## src/rtl/core/spd_pkg.sv

```systemverilog
// Shared constants, codes and helper function of the sample packet deframer.
`timescale 1ns / 1ps

package spd_pkg;

    localparam int SAMPLES_PER_PACKET = 512;
    localparam int MAX_CHANNELS       = 16;
    localparam int PACKET_WORDS       = SAMPLES_PER_PACKET + 4;
    localparam int POS_W              = $clog2(PACKET_WORDS);
    localparam int GRP_W              = $clog2(SAMPLES_PER_PACKET + 1);
    localparam int NUM_ENTRIES        = 16;
    localparam int ENTRY_W            = 4;
    localparam int WORD_W             = 16;
    localparam int VALUE_W            = 21;
    localparam int CFG_INDEX_W        = 3;
    localparam int CFG_DATA_W         = 64;

    localparam logic [WORD_W-1:0]  HEADER_WORD = 16'hF0AA;
    localparam logic [VALUE_W-1:0] QMAX        = 21'd655360;

    typedef enum logic [1:0] {
        KIND_SAMPLE = 2'd0,
        KIND_STATUS = 2'd1,
        KIND_ERROR  = 2'd2
    } t_kind;

    typedef enum logic {
        ERR_HEADER   = 1'b0,
        ERR_SEQUENCE = 1'b1
    } t_err;

    typedef enum logic [CFG_INDEX_W-1:0] {
        REG_CHANNEL_COUNT = 3'd0,
        REG_CHANNEL_TABLE = 3'd1,
        REG_OUTPUT_MODE   = 3'd2,
        REG_RANGE_SELECT  = 3'd3,
        REG_LINE_LIMIT    = 3'd4,
        REG_SHOW_STATUS   = 3'd5,
        REG_START_COUNT   = 3'd6
    } t_reg_index;

    typedef enum logic [1:0] {
        ST_IDLE,
        ST_READ,
        ST_LOAD
    } t_state;

    // Whole scan groups that fit in one packet for a group size of 1 to 16.
    function automatic logic [GRP_W-1:0] groups_per_packet(input logic [4:0] gs);
        logic [GRP_W-1:0] r;
        r = GRP_W'(SAMPLES_PER_PACKET);
        unique case (gs)
            5'd2:    r = GRP_W'(SAMPLES_PER_PACKET / 2);
            5'd3:    r = GRP_W'(SAMPLES_PER_PACKET / 3);
            5'd4:    r = GRP_W'(SAMPLES_PER_PACKET / 4);
            5'd5:    r = GRP_W'(SAMPLES_PER_PACKET / 5);
            5'd6:    r = GRP_W'(SAMPLES_PER_PACKET / 6);
            5'd7:    r = GRP_W'(SAMPLES_PER_PACKET / 7);
            5'd8:    r = GRP_W'(SAMPLES_PER_PACKET / 8);
            5'd9:    r = GRP_W'(SAMPLES_PER_PACKET / 9);
            5'd10:   r = GRP_W'(SAMPLES_PER_PACKET / 10);
            5'd11:   r = GRP_W'(SAMPLES_PER_PACKET / 11);
            5'd12:   r = GRP_W'(SAMPLES_PER_PACKET / 12);
            5'd13:   r = GRP_W'(SAMPLES_PER_PACKET / 13);
            5'd14:   r = GRP_W'(SAMPLES_PER_PACKET / 14);
            5'd15:   r = GRP_W'(SAMPLES_PER_PACKET / 15);
            5'd16:   r = GRP_W'(SAMPLES_PER_PACKET / 16);
            default: r = GRP_W'(SAMPLES_PER_PACKET);
        endcase
        return r;
    endfunction

endpackage

```

## src/rtl/core/spd_word_if.sv

```systemverilog
// Input channel carrying one packet word and the restart flag.
`timescale 1ns / 1ps

interface spd_word_if;
    import spd_pkg::*;

    logic              valid;
    logic              ready;
    logic [WORD_W-1:0] packet_word;
    logic              restart;

    modport source (output valid, output packet_word, output restart, input ready);
    modport sink   (input valid, input packet_word, input restart, output ready);
endinterface

```

## src/rtl/core/spd_result_if.sv

```systemverilog
// Output channel carrying one result word.
`timescale 1ns / 1ps

interface spd_result_if;
    import spd_pkg::*;

    logic                      valid;
    logic                      ready;
    t_kind                     kind;
    logic signed [VALUE_W-1:0] value;
    logic [ENTRY_W-1:0]        channel;
    logic                      last_in_line;
    logic                      run_complete;
    logic [WORD_W-1:0]         adc_used;
    logic [WORD_W-1:0]         packets_ready;
    logic                      error_code;

    modport source (output valid, output kind, output value, output channel,
                    output last_in_line, output run_complete, output adc_used,
                    output packets_ready, output error_code, input ready);
    modport sink   (input valid, input kind, input value, input channel,
                    input last_in_line, input run_complete, input adc_used,
                    input packets_ready, input error_code, output ready);
endinterface

```

## src/rtl/core/spd_ram.sv

```systemverilog
// Generic single-port-write, single-port-read RAM with registered read data.
`timescale 1ns / 1ps

module spd_ram #(
    parameter int WIDTH = 16,
    parameter int DEPTH = 16
) (
    input  logic                     i_clk,
    input  logic                     i_we,
    input  logic [$clog2(DEPTH)-1:0] i_waddr,
    input  logic [WIDTH-1:0]         i_wdata,
    input  logic                     i_re,
    input  logic [$clog2(DEPTH)-1:0] i_raddr,
    output logic [WIDTH-1:0]         o_rdata
);

    logic [WIDTH-1:0] r_mem [DEPTH];
    logic [WIDTH-1:0] r_rdata;

    always_ff @(posedge i_clk) begin
        if (i_we) begin
            r_mem[i_waddr] <= i_wdata;
        end
        if (i_re) begin
            r_rdata <= r_mem[i_raddr];
        end
    end

    assign o_rdata = r_rdata;

endmodule

```

## src/rtl/core/sample_packet_deframer.sv

```systemverilog
// Top level of the sample packet deframer.
`timescale 1ns / 1ps

// The block takes acquisition packets one 16-bit word at a time: a 0xF0AA
// header, a sequence number that must match the expected count, the converter
// memory used word, the packets ready word, and then the sample words. Sample
// words are stored in a 16-entry group buffer RAM; when a scan group (highest
// listed channel plus one words) is complete, the listed channels are read
// back in list order and sent out as offset binary or as signed Q4.16 volts.
// A header or sequence error produces one error word and halts the block
// until a restart word arrives; reaching the line limit also halts it. A
// word that completes an emitted group then holds the input while each
// listed channel in turn is read from the buffer RAM and then converted and
// loaded into the output register, the load waiting while that register is
// still held. Configuration writes are taken at any time through the plain
// write port and must only be made while the block is idle.

module sample_packet_deframer
    import spd_pkg::*;
(
    input  logic                   i_clk,
    input  logic                   i_rst_n,
    input  logic                   i_cfg_we,
    input  logic [CFG_INDEX_W-1:0] i_cfg_index,
    input  logic [CFG_DATA_W-1:0]  i_cfg_data,
    spd_word_if.sink               i_word_ch,
    spd_result_if.source           o_result_ch
);

    // Configuration registers.
    logic [4:0]                       r_channel_count;
    logic [NUM_ENTRIES*ENTRY_W-1:0]   r_channel_table;
    logic                             r_output_mode;
    logic [1:0]                       r_range_select;
    logic [31:0]                      r_line_limit;
    logic                             r_show_status;

    // Packet tracking state.
    logic [POS_W-1:0]  r_word_position, n_word_position;
    logic [4:0]        r_group_fill, n_group_fill;
    logic [GRP_W-1:0]  r_groups_done, n_groups_done;
    logic [WORD_W-1:0] r_expected_count, n_expected_count;
    logic [31:0]       r_lines_left, n_lines_left;
    logic              r_first_dropped, n_first_dropped;
    logic [WORD_W-1:0] r_adc_used_latch, n_adc_used_latch;
    logic              r_halted, n_halted;
    logic              r_done, n_done;

    // Emission sequencer.
    t_state             r_state, n_state;
    logic [ENTRY_W-1:0] r_idx, n_idx;

    // Output register.
    logic                      r_out_valid, n_out_valid;
    t_kind                     r_out_kind, n_out_kind;
    logic signed [VALUE_W-1:0] r_out_value, n_out_value;
    logic [ENTRY_W-1:0]        r_out_channel, n_out_channel;
    logic                      r_out_last, n_out_last;
    logic                      r_out_complete, n_out_complete;
    logic [WORD_W-1:0]         r_out_adc, n_out_adc;
    logic [WORD_W-1:0]         r_out_ready_word, n_out_ready_word;
    logic                      r_out_err, n_out_err;

    logic                      out_free;
    logic                      word_acc;
    logic                      emit_start;
    logic                      load_sample;
    logic                      ram_we;
    logic                      ram_re;
    logic [WORD_W-1:0]         ram_rdata;
    logic [4:0]                used_cnt;
    logic [NUM_ENTRIES-1:0]    chan_mask;
    logic [4:0]                group_size;
    logic [GRP_W-1:0]          group_total;
    logic [ENTRY_W-1:0]        cur_chan;
    logic                      cur_last;
    logic signed [VALUE_W-1:0] cur_value;
    logic [31:0]               lines_base;

    // Converts a raw two's-complement word to signed Q4.16 volts. The scale
    // 65536/32767 equals 2 + 2/32767, so the result is 2m plus a small
    // rounded quotient by 32767 that a shift and one correction give.
    function automatic logic signed [VALUE_W-1:0] to_volts(input logic [WORD_W-1:0] raw,
                                                          input logic five);
        logic        neg;
        logic [16:0] mag;
        logic [18:0] m;
        logic [19:0] x;
        logic [4:0]  q0;
        logic [15:0] rem;
        logic [4:0]  qd;
        logic [19:0] q;
        logic [VALUE_W-1:0] qs;
        neg = raw[15];
        mag = neg ? (17'h10000 - {1'b0, raw}) : {1'b0, raw};
        m   = five ? (19'({mag, 2'b00}) + 19'(mag))
                   : (19'({mag, 3'b000}) + 19'({mag, 1'b0}));
        x   = {m, 1'b0} + 20'd16383;
        q0  = x[19:15];
        rem = {1'b0, x[14:0]} + 16'(q0);
        qd  = q0 + ((rem >= 16'd32767) ? 5'd1 : 5'd0);
        q   = {m, 1'b0} + 20'(qd);
        qs  = ({1'b0, q} > QMAX) ? QMAX : {1'b0, q};
        return neg ? -$signed(qs) : $signed(qs);
    endfunction

    assign out_free = !r_out_valid || o_result_ch.ready;
    assign word_acc = i_word_ch.valid && i_word_ch.ready;

    // Entries in use: zero counts as one, large values saturate.
    always_comb begin
        if (r_channel_count == 5'd0) begin
            used_cnt = 5'd1;
        end else if (r_channel_count > 5'(MAX_CHANNELS)) begin
            used_cnt = 5'(MAX_CHANNELS);
        end else begin
            used_cnt = r_channel_count;
        end
    end

    // Group size is the highest listed channel plus one.
    always_comb begin
        chan_mask = '0;
        for (int i = 0; i < NUM_ENTRIES; i++) begin
            if (5'(i) < used_cnt) begin
                chan_mask[r_channel_table[i*ENTRY_W +: ENTRY_W]] = 1'b1;
            end
        end
        group_size = 5'd1;
        for (int i = 0; i < NUM_ENTRIES; i++) begin
            if (chan_mask[i]) begin
                group_size = 5'(i + 1);
            end
        end
    end

    assign group_total = groups_per_packet(group_size);

    assign cur_chan = r_channel_table[r_idx*ENTRY_W +: ENTRY_W];
    assign cur_last = ({1'b0, r_idx} + 5'd1) == used_cnt;
    assign lines_base = (r_lines_left == 32'd0) ? r_line_limit : r_lines_left;

    always_comb begin
        if (r_output_mode) begin
            cur_value = to_volts(ram_rdata,
                                 (cur_chan <= 4'd5) ? r_range_select[0] : r_range_select[1]);
        end else begin
            cur_value = $signed({5'b0, ram_rdata ^ 16'h8000});
        end
    end

    // Next state of the emission sequencer.
    always_comb begin
        n_state = r_state;
        unique case (r_state)
            ST_IDLE: begin
                if (emit_start) begin
                    n_state = ST_READ;
                end
            end
            ST_READ: begin
                n_state = ST_LOAD;
            end
            ST_LOAD: begin
                if (out_free) begin
                    n_state = cur_last ? ST_IDLE : ST_READ;
                end
            end
            default: n_state = ST_IDLE;
        endcase
    end

    // Sequencer outputs.
    always_comb begin
        i_word_ch.ready = 1'b0;
        ram_re          = 1'b0;
        load_sample     = 1'b0;
        unique case (r_state)
            ST_IDLE: i_word_ch.ready = out_free;
            ST_READ: ram_re = 1'b1;
            ST_LOAD: load_sample = out_free;
            default: ;
        endcase
    end

    // Packet parsing and output register loading.
    always_comb begin
        n_word_position  = r_word_position;
        n_group_fill     = r_group_fill;
        n_groups_done    = r_groups_done;
        n_expected_count = r_expected_count;
        n_lines_left     = r_lines_left;
        n_first_dropped  = r_first_dropped;
        n_adc_used_latch = r_adc_used_latch;
        n_halted         = r_halted;
        n_done           = r_done;
        n_idx            = r_idx;
        emit_start       = 1'b0;
        ram_we           = 1'b0;

        n_out_valid      = r_out_valid && !o_result_ch.ready;
        n_out_kind       = r_out_kind;
        n_out_value      = r_out_value;
        n_out_channel    = r_out_channel;
        n_out_last       = r_out_last;
        n_out_complete   = r_out_complete;
        n_out_adc        = r_out_adc;
        n_out_ready_word = r_out_ready_word;
        n_out_err        = r_out_err;

        if (word_acc) begin
            if (i_word_ch.restart) begin
                n_word_position = '0;
                n_group_fill    = '0;
                n_groups_done   = '0;
                n_first_dropped = 1'b0;
                n_halted        = 1'b0;
            end else if (!r_halted) begin
                n_word_position = (r_word_position == POS_W'(PACKET_WORDS - 1))
                                  ? '0 : r_word_position + 1'b1;
                if (r_word_position == POS_W'(0)) begin
                    n_group_fill  = '0;
                    n_groups_done = '0;
                    if (i_word_ch.packet_word != HEADER_WORD) begin
                        n_halted         = 1'b1;
                        n_out_valid      = 1'b1;
                        n_out_kind       = KIND_ERROR;
                        n_out_value      = '0;
                        n_out_channel    = '0;
                        n_out_last       = 1'b0;
                        n_out_complete   = 1'b0;
                        n_out_adc        = '0;
                        n_out_ready_word = '0;
                        n_out_err        = ERR_HEADER;
                    end
                end else if (r_word_position == POS_W'(1)) begin
                    if (i_word_ch.packet_word != r_expected_count) begin
                        n_halted         = 1'b1;
                        n_out_valid      = 1'b1;
                        n_out_kind       = KIND_ERROR;
                        n_out_value      = '0;
                        n_out_channel    = '0;
                        n_out_last       = 1'b0;
                        n_out_complete   = 1'b0;
                        n_out_adc        = '0;
                        n_out_ready_word = '0;
                        n_out_err        = ERR_SEQUENCE;
                    end else begin
                        n_expected_count = r_expected_count + 1'b1;
                    end
                end else if (r_word_position == POS_W'(2)) begin
                    n_adc_used_latch = i_word_ch.packet_word;
                end else if (r_word_position == POS_W'(3)) begin
                    if (r_show_status) begin
                        n_out_valid      = 1'b1;
                        n_out_kind       = KIND_STATUS;
                        n_out_value      = '0;
                        n_out_channel    = '0;
                        n_out_last       = 1'b0;
                        n_out_complete   = 1'b0;
                        n_out_adc        = r_adc_used_latch;
                        n_out_ready_word = i_word_ch.packet_word;
                        n_out_err        = ERR_HEADER;
                    end
                end else if (!r_show_status && (r_groups_done < group_total)) begin
                    ram_we       = 1'b1;
                    n_group_fill = r_group_fill + 1'b1;
                    if ((r_group_fill + 5'd1) >= group_size) begin
                        n_group_fill  = '0;
                        n_groups_done = r_groups_done + 1'b1;
                        if (!r_first_dropped) begin
                            n_first_dropped = 1'b1;
                        end else begin
                            emit_start = 1'b1;
                            n_idx      = '0;
                            n_done     = 1'b0;
                            if (r_line_limit != 32'd0) begin
                                n_lines_left = lines_base - 1'b1;
                                if (lines_base == 32'd1) begin
                                    n_done   = 1'b1;
                                    n_halted = 1'b1;
                                end
                            end
                        end
                    end
                end
            end
        end

        if (load_sample) begin
            n_out_valid      = 1'b1;
            n_out_kind       = KIND_SAMPLE;
            n_out_value      = cur_value;
            n_out_channel    = cur_chan;
            n_out_last       = cur_last;
            n_out_complete   = cur_last && r_done;
            n_out_adc        = '0;
            n_out_ready_word = '0;
            n_out_err        = ERR_HEADER;
            n_idx            = r_idx + 1'b1;
        end

        // Writing the start count also loads the expected sequence number.
        if (i_cfg_we && (i_cfg_index == REG_START_COUNT)) begin
            n_expected_count = i_cfg_data[WORD_W-1:0];
        end
    end

    always_ff @(posedge i_clk) begin
        if (!i_rst_n) begin
            r_channel_count <= 5'd1;
            r_channel_table <= '0;
            r_output_mode   <= 1'b0;
            r_range_select  <= 2'd0;
            r_line_limit    <= 32'd0;
            r_show_status   <= 1'b0;
        end else if (i_cfg_we) begin
            unique case (i_cfg_index)
                REG_CHANNEL_COUNT: r_channel_count <= i_cfg_data[4:0];
                REG_CHANNEL_TABLE: r_channel_table <= i_cfg_data;
                REG_OUTPUT_MODE:   r_output_mode   <= i_cfg_data[0];
                REG_RANGE_SELECT:  r_range_select  <= i_cfg_data[1:0];
                REG_LINE_LIMIT:    r_line_limit    <= i_cfg_data[31:0];
                REG_SHOW_STATUS:   r_show_status   <= i_cfg_data[0];
                default: ;
            endcase
        end
    end

    always_ff @(posedge i_clk) begin
        if (!i_rst_n) begin
            r_state          <= ST_IDLE;
            r_idx            <= '0;
            r_word_position  <= '0;
            r_group_fill     <= '0;
            r_groups_done    <= '0;
            r_expected_count <= '0;
            r_lines_left     <= '0;
            r_first_dropped  <= 1'b0;
            r_adc_used_latch <= '0;
            r_halted         <= 1'b0;
            r_done           <= 1'b0;
            r_out_valid      <= 1'b0;
        end else begin
            r_state          <= n_state;
            r_idx            <= n_idx;
            r_word_position  <= n_word_position;
            r_group_fill     <= n_group_fill;
            r_groups_done    <= n_groups_done;
            r_expected_count <= n_expected_count;
            r_lines_left     <= n_lines_left;
            r_first_dropped  <= n_first_dropped;
            r_adc_used_latch <= n_adc_used_latch;
            r_halted         <= n_halted;
            r_done           <= n_done;
            r_out_valid      <= n_out_valid;
        end
    end

    always_ff @(posedge i_clk) begin
        r_out_kind       <= n_out_kind;
        r_out_value      <= n_out_value;
        r_out_channel    <= n_out_channel;
        r_out_last       <= n_out_last;
        r_out_complete   <= n_out_complete;
        r_out_adc        <= n_out_adc;
        r_out_ready_word <= n_out_ready_word;
        r_out_err        <= n_out_err;
    end

    spd_ram #(
        .WIDTH (WORD_W),
        .DEPTH (NUM_ENTRIES)
    ) u_group_ram (
        .i_clk   (i_clk),
        .i_we    (ram_we),
        .i_waddr (r_group_fill[ENTRY_W-1:0]),
        .i_wdata (i_word_ch.packet_word),
        .i_re    (ram_re),
        .i_raddr (cur_chan),
        .o_rdata (ram_rdata)
    );

    assign o_result_ch.valid         = r_out_valid;
    assign o_result_ch.kind          = r_out_kind;
    assign o_result_ch.value         = r_out_value;
    assign o_result_ch.channel       = r_out_channel;
    assign o_result_ch.last_in_line  = r_out_last;
    assign o_result_ch.run_complete  = r_out_complete;
    assign o_result_ch.adc_used      = r_out_adc;
    assign o_result_ch.packets_ready = r_out_ready_word;
    assign o_result_ch.error_code    = r_out_err;

    // No new word is taken while a line is being read out.
    a_no_accept_in_emit: assert property (@(posedge i_clk) disable iff (!i_rst_n)
        (r_state != ST_IDLE) |-> !i_word_ch.ready)
        else $error("word accepted during line read-out");

    // A pending error word always leaves the block halted.
    a_error_halts: assert property (@(posedge i_clk) disable iff (!i_rst_n)
        (r_out_valid && (r_out_kind == KIND_ERROR)) |-> r_halted)
        else $error("error word without halt");

    // The word that reaches the line limit leaves the block halted.
    a_complete_halts: assert property (@(posedge i_clk) disable iff (!i_rst_n)
        (r_out_valid && r_out_complete) |-> (r_halted && r_out_last))
        else $error("run complete without halt");

    // The group fill never points past the buffer.
    a_fill_bound: assert property (@(posedge i_clk) disable iff (!i_rst_n)
        r_group_fill < 5'(NUM_ENTRIES))
        else $error("group fill out of range");

endmodule

```

## src/flat_wrapper.sv

```systemverilog
// flat-port wrapper written by rule: the top's interface ports become plain ports
module sample_packet_deframer_flat import spd_pkg::*;
  (i_clk, i_rst_n, i_cfg_we, i_cfg_index, i_cfg_data, i_word_ch_valid, i_word_ch_packet_word, i_word_ch_restart, i_word_ch_ready, o_result_ch_valid, o_result_ch_kind, o_result_ch_value, o_result_ch_channel, o_result_ch_last_in_line, o_result_ch_run_complete, o_result_ch_adc_used, o_result_ch_packets_ready, o_result_ch_error_code, o_result_ch_ready);
  spd_word_if i_word_ch_i ();
  spd_result_if o_result_ch_i ();
  input  logic i_clk;
  input  logic i_rst_n;
  input  logic i_cfg_we;
  input  logic [CFG_INDEX_W-1:0] i_cfg_index;
  input  logic [CFG_DATA_W-1:0] i_cfg_data;
  input wire logic [$bits(i_word_ch_i.valid)-1:0] i_word_ch_valid;
  input wire logic [$bits(i_word_ch_i.packet_word)-1:0] i_word_ch_packet_word;
  input wire logic [$bits(i_word_ch_i.restart)-1:0] i_word_ch_restart;
  output wire logic [$bits(i_word_ch_i.ready)-1:0] i_word_ch_ready;
  output wire logic [$bits(o_result_ch_i.valid)-1:0] o_result_ch_valid;
  output wire logic [$bits(o_result_ch_i.kind)-1:0] o_result_ch_kind;
  output wire logic [$bits(o_result_ch_i.value)-1:0] o_result_ch_value;
  output wire logic [$bits(o_result_ch_i.channel)-1:0] o_result_ch_channel;
  output wire logic [$bits(o_result_ch_i.last_in_line)-1:0] o_result_ch_last_in_line;
  output wire logic [$bits(o_result_ch_i.run_complete)-1:0] o_result_ch_run_complete;
  output wire logic [$bits(o_result_ch_i.adc_used)-1:0] o_result_ch_adc_used;
  output wire logic [$bits(o_result_ch_i.packets_ready)-1:0] o_result_ch_packets_ready;
  output wire logic [$bits(o_result_ch_i.error_code)-1:0] o_result_ch_error_code;
  input wire logic [$bits(o_result_ch_i.ready)-1:0] o_result_ch_ready;
  assign i_word_ch_i.valid = i_word_ch_valid;
  assign i_word_ch_i.packet_word = i_word_ch_packet_word;
  assign i_word_ch_i.restart = i_word_ch_restart;
  assign i_word_ch_ready = i_word_ch_i.ready;
  assign o_result_ch_valid = o_result_ch_i.valid;
  assign o_result_ch_kind = o_result_ch_i.kind;
  assign o_result_ch_value = o_result_ch_i.value;
  assign o_result_ch_channel = o_result_ch_i.channel;
  assign o_result_ch_last_in_line = o_result_ch_i.last_in_line;
  assign o_result_ch_run_complete = o_result_ch_i.run_complete;
  assign o_result_ch_adc_used = o_result_ch_i.adc_used;
  assign o_result_ch_packets_ready = o_result_ch_i.packets_ready;
  assign o_result_ch_error_code = o_result_ch_i.error_code;
  assign o_result_ch_i.ready = o_result_ch_ready;
  sample_packet_deframer u_core (.i_clk(i_clk), .i_rst_n(i_rst_n), .i_cfg_we(i_cfg_we), .i_cfg_index(i_cfg_index), .i_cfg_data(i_cfg_data), .i_word_ch(i_word_ch_i), .o_result_ch(o_result_ch_i));
endmodule
```

## config.mk

```make
export PLATFORM = sky130hd
export DESIGN_NAME = sample_packet_deframer_flat
export DESIGN_NICKNAME = d
export VERILOG_FILES = /design/src/rtl/core/spd_pkg.sv /design/src/rtl/core/spd_word_if.sv /design/src/rtl/core/spd_result_if.sv /design/src/rtl/core/spd_ram.sv /design/src/rtl/core/sample_packet_deframer.sv /design/src/flat_wrapper.sv
export SDC_FILE = /design/constraint.sdc
export NUM_CORES = 1
export LEC_CHECK = 0
export BUFFER_PORTS_ARGS = -buffer_cell sky130_fd_sc_hd__clkbuf_2
export CAP_MARGIN = 20
export CORE_MARGIN = 3
export CORE_UTILIZATION = 40
export DETAILED_ROUTE_END_ITERATION = 12
export PLACE_DENSITY = 0.6
export SKIP_LAST_GASP = 1
export SLEW_MARGIN = 15
export SYNTH_ARGS = -nofsm -noshare
export SYNTH_HDL_FRONTEND = slang
export SYNTH_HIERARCHICAL = 1
export SYNTH_SLANG_ARGS = --single-unit
```

## constraint.sdc

```tcl
create_clock -name i_clk -period 23.8 [get_ports i_clk]
set_input_delay 7.14 -clock i_clk [delete_from_list [all_inputs] [get_ports i_clk]]
set_output_delay 7.14 -clock i_clk [all_outputs]
set_load 0.05 [all_outputs]
```

; Yosys cells after proc, flatten, opt, wreduce, memory -nomap -nowiden
; Memories as Yosys holds them, arrays and structs flattened. A register that Yosys moved wholly into a read port is not among the register bits.
; Cells that the tools add are included.
[word_totals]
regBits = 266
mem_bits_rw = 256
romBits = 320
in_bits = 89
word_cells = 450
n_memories = 2
[classes]
n_addsub = 15
order_cmp = 54
n_eq_ne = 42
shift = 1
muxes = 225
bitwise = 22
reduce_logical = 63
[memory_table]
columns = name, depth, word_bits, rd, rd_ports_with_merged_regs, wr, line_no
row1 = (name not given), 32, 10, 1, 0, 0, spd_pkg.sv:52  ; unique case (gs)
row2 = u_core.u_group_ram.r_mem, 16, 16, 1, 1, 1, spd_ram.sv:17  ; logic [WIDTH-1:0] r_mem [DEPTH];
[op_table]
columns = op, count
row1 = two-way mux 16 bit, 35
row2 = two-way mux 21 bit, 13
row3 = OR 16 bit, 15
row4 = two-way mux 4 bit, 30
row5 = two-way mux 10 bit, 11
row6 = two-way mux 1 bit, 89
row7 = "< comparator 4 x 5 -> 1 bit, second input constant", 16
row8 = demux 1 bit (select 4 bit), 16
row9 = "greater-or-equal comparator 4 x 1 -> 1 bit, second input constant", 16
row10 = indexed part select 64 x 7 -> 4 bit, 1
row11 = two-way mux 5 bit, 11
row12 = "< comparator 4 x 5 -> 1 bit, first input constant", 8
row13 = "equality test 32 x 1 -> 1 bit, second input constant", 1
row14 = logical NOT 32 bit, 1
row15 = two-way mux 32 bit, 1
row16 = nonzero test 32 bit, 1
row17 = "subtractor 32 x 1 -> 32 bit, second input constant", 1
row18 = AND reduction 8 bit, 3
row19 = two-way mux 2 bit, 11
row20 = logical AND 1 bit, 21
row21 = negation 21 bit, 1
row22 = "adder 10 x 1 -> 10 bit, second input constant", 2
row23 = "adder 20 x 14 -> 20 bit, second input constant", 1
row24 = adder 20 x 5 -> 20 bit, 1
row25 = 55 further kinds, 116

; Logic depth before layout (Yosys ltp)
; An unclocked memory read counts as a cell.
[depth]
depth_word = 63
depth_mapped = 55
ltp_nobuf = 46

; Hierarchy
; The synthesis kept the hierarchy.
[modules_own_cells]
columns = mod, n_inst, cells_each, area_per_inst_um2
row1 = sample_packet_deframer, 1, 2562, 19442.4
row2 = spd_ram, 1, 432, 10203.5

; Worst setup path before layout
; No wires, ideal clock.
[synth_path]
path_kind = input-to-output
from = input port o_result_ch_ready
to = output port i_word_ch_ready
t_arrival_ns = 8.332
required_ns = 16.660
path_slack_ns = 8.328
cell_stages = 2
path_buffers = 0
cell_sequence = nor2b_1 nor3_1
[synth_via]
elab_chain_cells = 2
[synth_lines]
columns = item, line_no
row1 = "start, declared", flat_wrapper.sv:24  ; input wire logic [$bits(o_result_ch_i.ready)-1:0] o_result_ch_ready;
row2 = logical OR 1 bit, sample_packet_deframer.sv:107  ; assign out_free = !r_out_valid || o_result_ch.ready;
row3 = two-way mux 1 bit, sample_packet_deframer.sv:178  ; unique case (r_state)
row4 = "end, declared", flat_wrapper.sv:14  ; output wire logic [$bits(i_word_ch_i.ready)-1:0] i_word_ch_ready;
; Every way passes these cells.

; Final worst setup path
; Same ends and word-level chain as after synthesis.

==> qor.txt <==
Cell taking the most area after synthesis - edfxtp_1
Asr flop ratio synth - 0%
Min-delay worst type - reg -> reg
Max cap viols - 0
Num rows - 99
Max clock buf depth - 3
Setup crit end kind - primary output
Post-Synth Adder-Cell Area - 2.29%
EDFF count, synth - 299
Met1 wire length - 43,100 µm
Via count - 24.9k
Setup violators final - 0
IO Pins - 153
Mapped Area - 29,600 µm²
DIE WIDTH - 278 µm
Worst Path Arrival - 8.62 ns
Slew Viols, Final - 0
Largest stage delay, worst path - 0.77 ns
Worst endpoint required time - 16.66 ns
Nets - 3,216
Area Overhead vs Synth - 12.2%
IO Port Bufs - 152
Commonest non-fill, non-tap cell in the layout - nand2_1
Hold violation count in the final report - 0
Ranking of synthesized cells by area - edfxtp_1 (30%), dfxtp_1 (16%), mux4_2 (5.5%), nand2_1 (5.5%), a21oi_1 (3.5%)
Post-CTS setup buffers - 0
Register bit count reported by yosys - 538
Minimum clock period - 15.76 ns
Crit start category - input pin
DP Wirelength - 67,100 µm
Worst slew margin - 27.6%
Cell at the slowest stage of the critical path - nor3_1
Clk pin slew, worst setup/hold paths - 0.06 ns
Synth cell types - 108
Via density - 6.09
Highest Signal Layer - met4
Reg area - 13,800 µm²
Synth warnings - 6
Area of the multi-input gates - 15,000 µm²
Syn_area_per_cell - 9.90 µm²
DRT Wirelength - 94,600 µm
Routed wl met3 - 6280 µm
CTS tree - yes
Compound-Gate Fraction of Synth Area - 16.3%
Worst-Margin Slew - 1.08 ns
GRT Total Usage - 23.8%
Effective utilization at floorplan - 40.5%
Share of Yosys cell area claimed by the top area cell type - 30.3%
Sequential area share after synthesis - 46.4%
Placer Congestion - 0.944
Core area - 73,200 µm²
Status - complete, no violations
P_leak - 11.5 nW
Number of global-route vias before repair - 23.6k
Average routed wire per standard cell - 23.2 µm
Die area - 77,400 µm²
Clock tree root buffer cell - clkbuf_16
Most frequent cells in the layout - nand2_1 (431), edfxtp_1 (299), dfxtp_1 (239), nor2_1 (211), a21oi_1 (207)
Max IR drop VDD - 62.7 µV
XOR/XNOR Fraction of Synth Area - 3.22%
H-tree depth - 2
First-pass DRT Iterations - 6
Layout cells sized above 1 - 14.4%
Pin count of the biggest net entering global routing - 77
Multiplexer share of the synthesized area - 7.73%
Initial antenna violation count - 1
First-pass GRT wire length - 144,000 µm
RSZ-0062 raised after global routing - false
DRT antenna net count - 0
Synth Instances - 2,994
Total Power - 0.00212 W
Pwr Density - 63.7 nW/µm²
Ys flop type - edfxtp_1
Largest family of logic cells by synthesized area - simple AND/OR/NAND/NOR gates
DR WL met2 - 42,800 µm
Residual DRC count - 0
CTS Buf Count - 58
Skew final - 0.0390 ns
WS Path Type - in -> out
Fillers - 6,831
Total gr overflow - 0
Crit path cell chain - clkbuf_2 > nor2b_1 > nor3_1 > clkbuf_2
Post-route setup TNS - 0 ns
Post-synth net total - 3,136
DR iter-0 viols - 2,579
Cts repair resizes - 0
Simple-gate share of the synthesized area - 20.7%
Die Height - 278 µm
CTS Sinks - 538
CTS Hold Buffers Added - 0
Worst-path fanout max - 3
Clock Latency Late Sink - 0.64 ns
Final Cycle Share - 66.2%
Worst path most repeated cell - clkbuf_2
Fmax - 63.4 MHz
-- layout make-up --
class                           count  share of cell area, %
Tap cell                          959                   3.61
Sequential cell                   538                   41.4
Clock buffer                       70                   4.56
Inverter                           50                  0.572
Timing Repair Buffer              198                   3.39
Multi-Input combinational cell   2228                   45.0
Antenna cell                        1                0.00752
Clock inverter                     39                   1.44
-- registers in the layout, indices dropped and copies added, names as in the netlist, 4 cells and up --
| name | count |
|---|---|
| u_core/u_group_ram/o_rdata | 16 |
| u_core/r_channel_table | 64 |
| u_core/o_result_ch.value | 21 |
| u_core/o_result_ch.channel | 4 |
| u_core/r_line_limit | 32 |
| u_core/r_channel_count | 5 |
| u_core/r_adc_used_latch | 16 |
| u_core/o_result_ch.packets_ready | 16 |
| u_core/r_lines_left | 32 |
| u_core/u_group_ram/r_mem | 256 |
| u_core/r_group_fill | 5 |
| u_core/r_idx | 4 |
| u_core/r_expected_count | 16 |
| u_core/r_groups_done | 10 |
| u_core/r_word_position | 10 |
| u_core/o_result_ch.adc_used | 16 |
-- path summary, 6_finish.rpt --
kind              slack, ns  depth (start not counted)                                      from                                         to
hold / removal         0.46                          2   u_core/r_adc_used_latch[3]$_SDFFE_PN0P_    u_core/r_adc_used_latch[3]$_SDFFE_PN0P_
setup reg to reg      10.55                         40  u_core/u_group_ram/o_rdata[15]$_DFFE_PP_  u_core/o_result_ch.value[2]$_SDFFCE_PN0P_
hold reg to reg        0.46                          2   u_core/r_adc_used_latch[3]$_SDFFE_PN0P_    u_core/r_adc_used_latch[3]$_SDFFE_PN0P_
setup / recovery       8.04                          4                         o_result_ch_ready                            i_word_ch_ready
-- cell usage after synthesis, drive strengths merged, types with 53 or more instances --
library cell / count
a21oi: 212
clkbuf: 127
dfxtp: 239
edfxtp: 299
mux4: 82
nand2: 433
nand2b: 66
nand3: 92
nor2: 214
nor3: 88
nor4: 73
o21ai: 100
xnor2: 56
xor2: 53
-- kinds of logic after synthesis --
kind of cell	after synthesis
AO/OA/AOI/OAI	705
XOR/XNOR	109
adder cells (fa/ha/maj)	53
buffers and inverters	228
flip-flops	538
multiplexers	122
other	1
AND/OR/NAND/NOR	1238
-- layer usage --
metal	track usage, %	up-vias
met4	6.43	0
met3	3.15	135
met1	34.5	12300
li1	-	11500
met2	37.5	934
met5	0	-
-- power breakdown --
group | internal (W) | switching, W | total (W) | leakage [nW]
logic | 0.0000553 | 0.000126 | 0.000181 | 5.91
registers | 0.000991 | 0.0000149 | 0.00101 | 4.63
clock network | 0.000537 | 0.000393 | 0.000930 | 0.959
total | 0.00158 | 0.000534 | 0.00212 | 11.5
-- through the flow --
| stage | hold WS (ns) | worst slack, ns | util [%] | std cells | area (µm²) |
|---|---|---|---|---|---|
| finish | 0.456 | 8.04 | 45.4 | 4083 | 33300 |
| CTS | 0.460 | 8.15 | 45.4 | 4082 | 33200 |
| detailed placement | 0.448 | 8.16 | 42.7 | 3973 | 31300 |
| global route | 0.475 | 8.06 | 45.4 | 4083 | 33300 |
| floorplan | 0.436 | 8.33 | - | 2994 | 29600 |
| global placement | 0.442 | 8.11 | 42.7 | 3972 | 31200 |
-- worst max-delay path: cells and delay by family --
kind          cells  cell delay, ns
simple gates      2            0.88
buf+inv           2            0.59
Note: power is estimated with default switching activity, not from simulation.
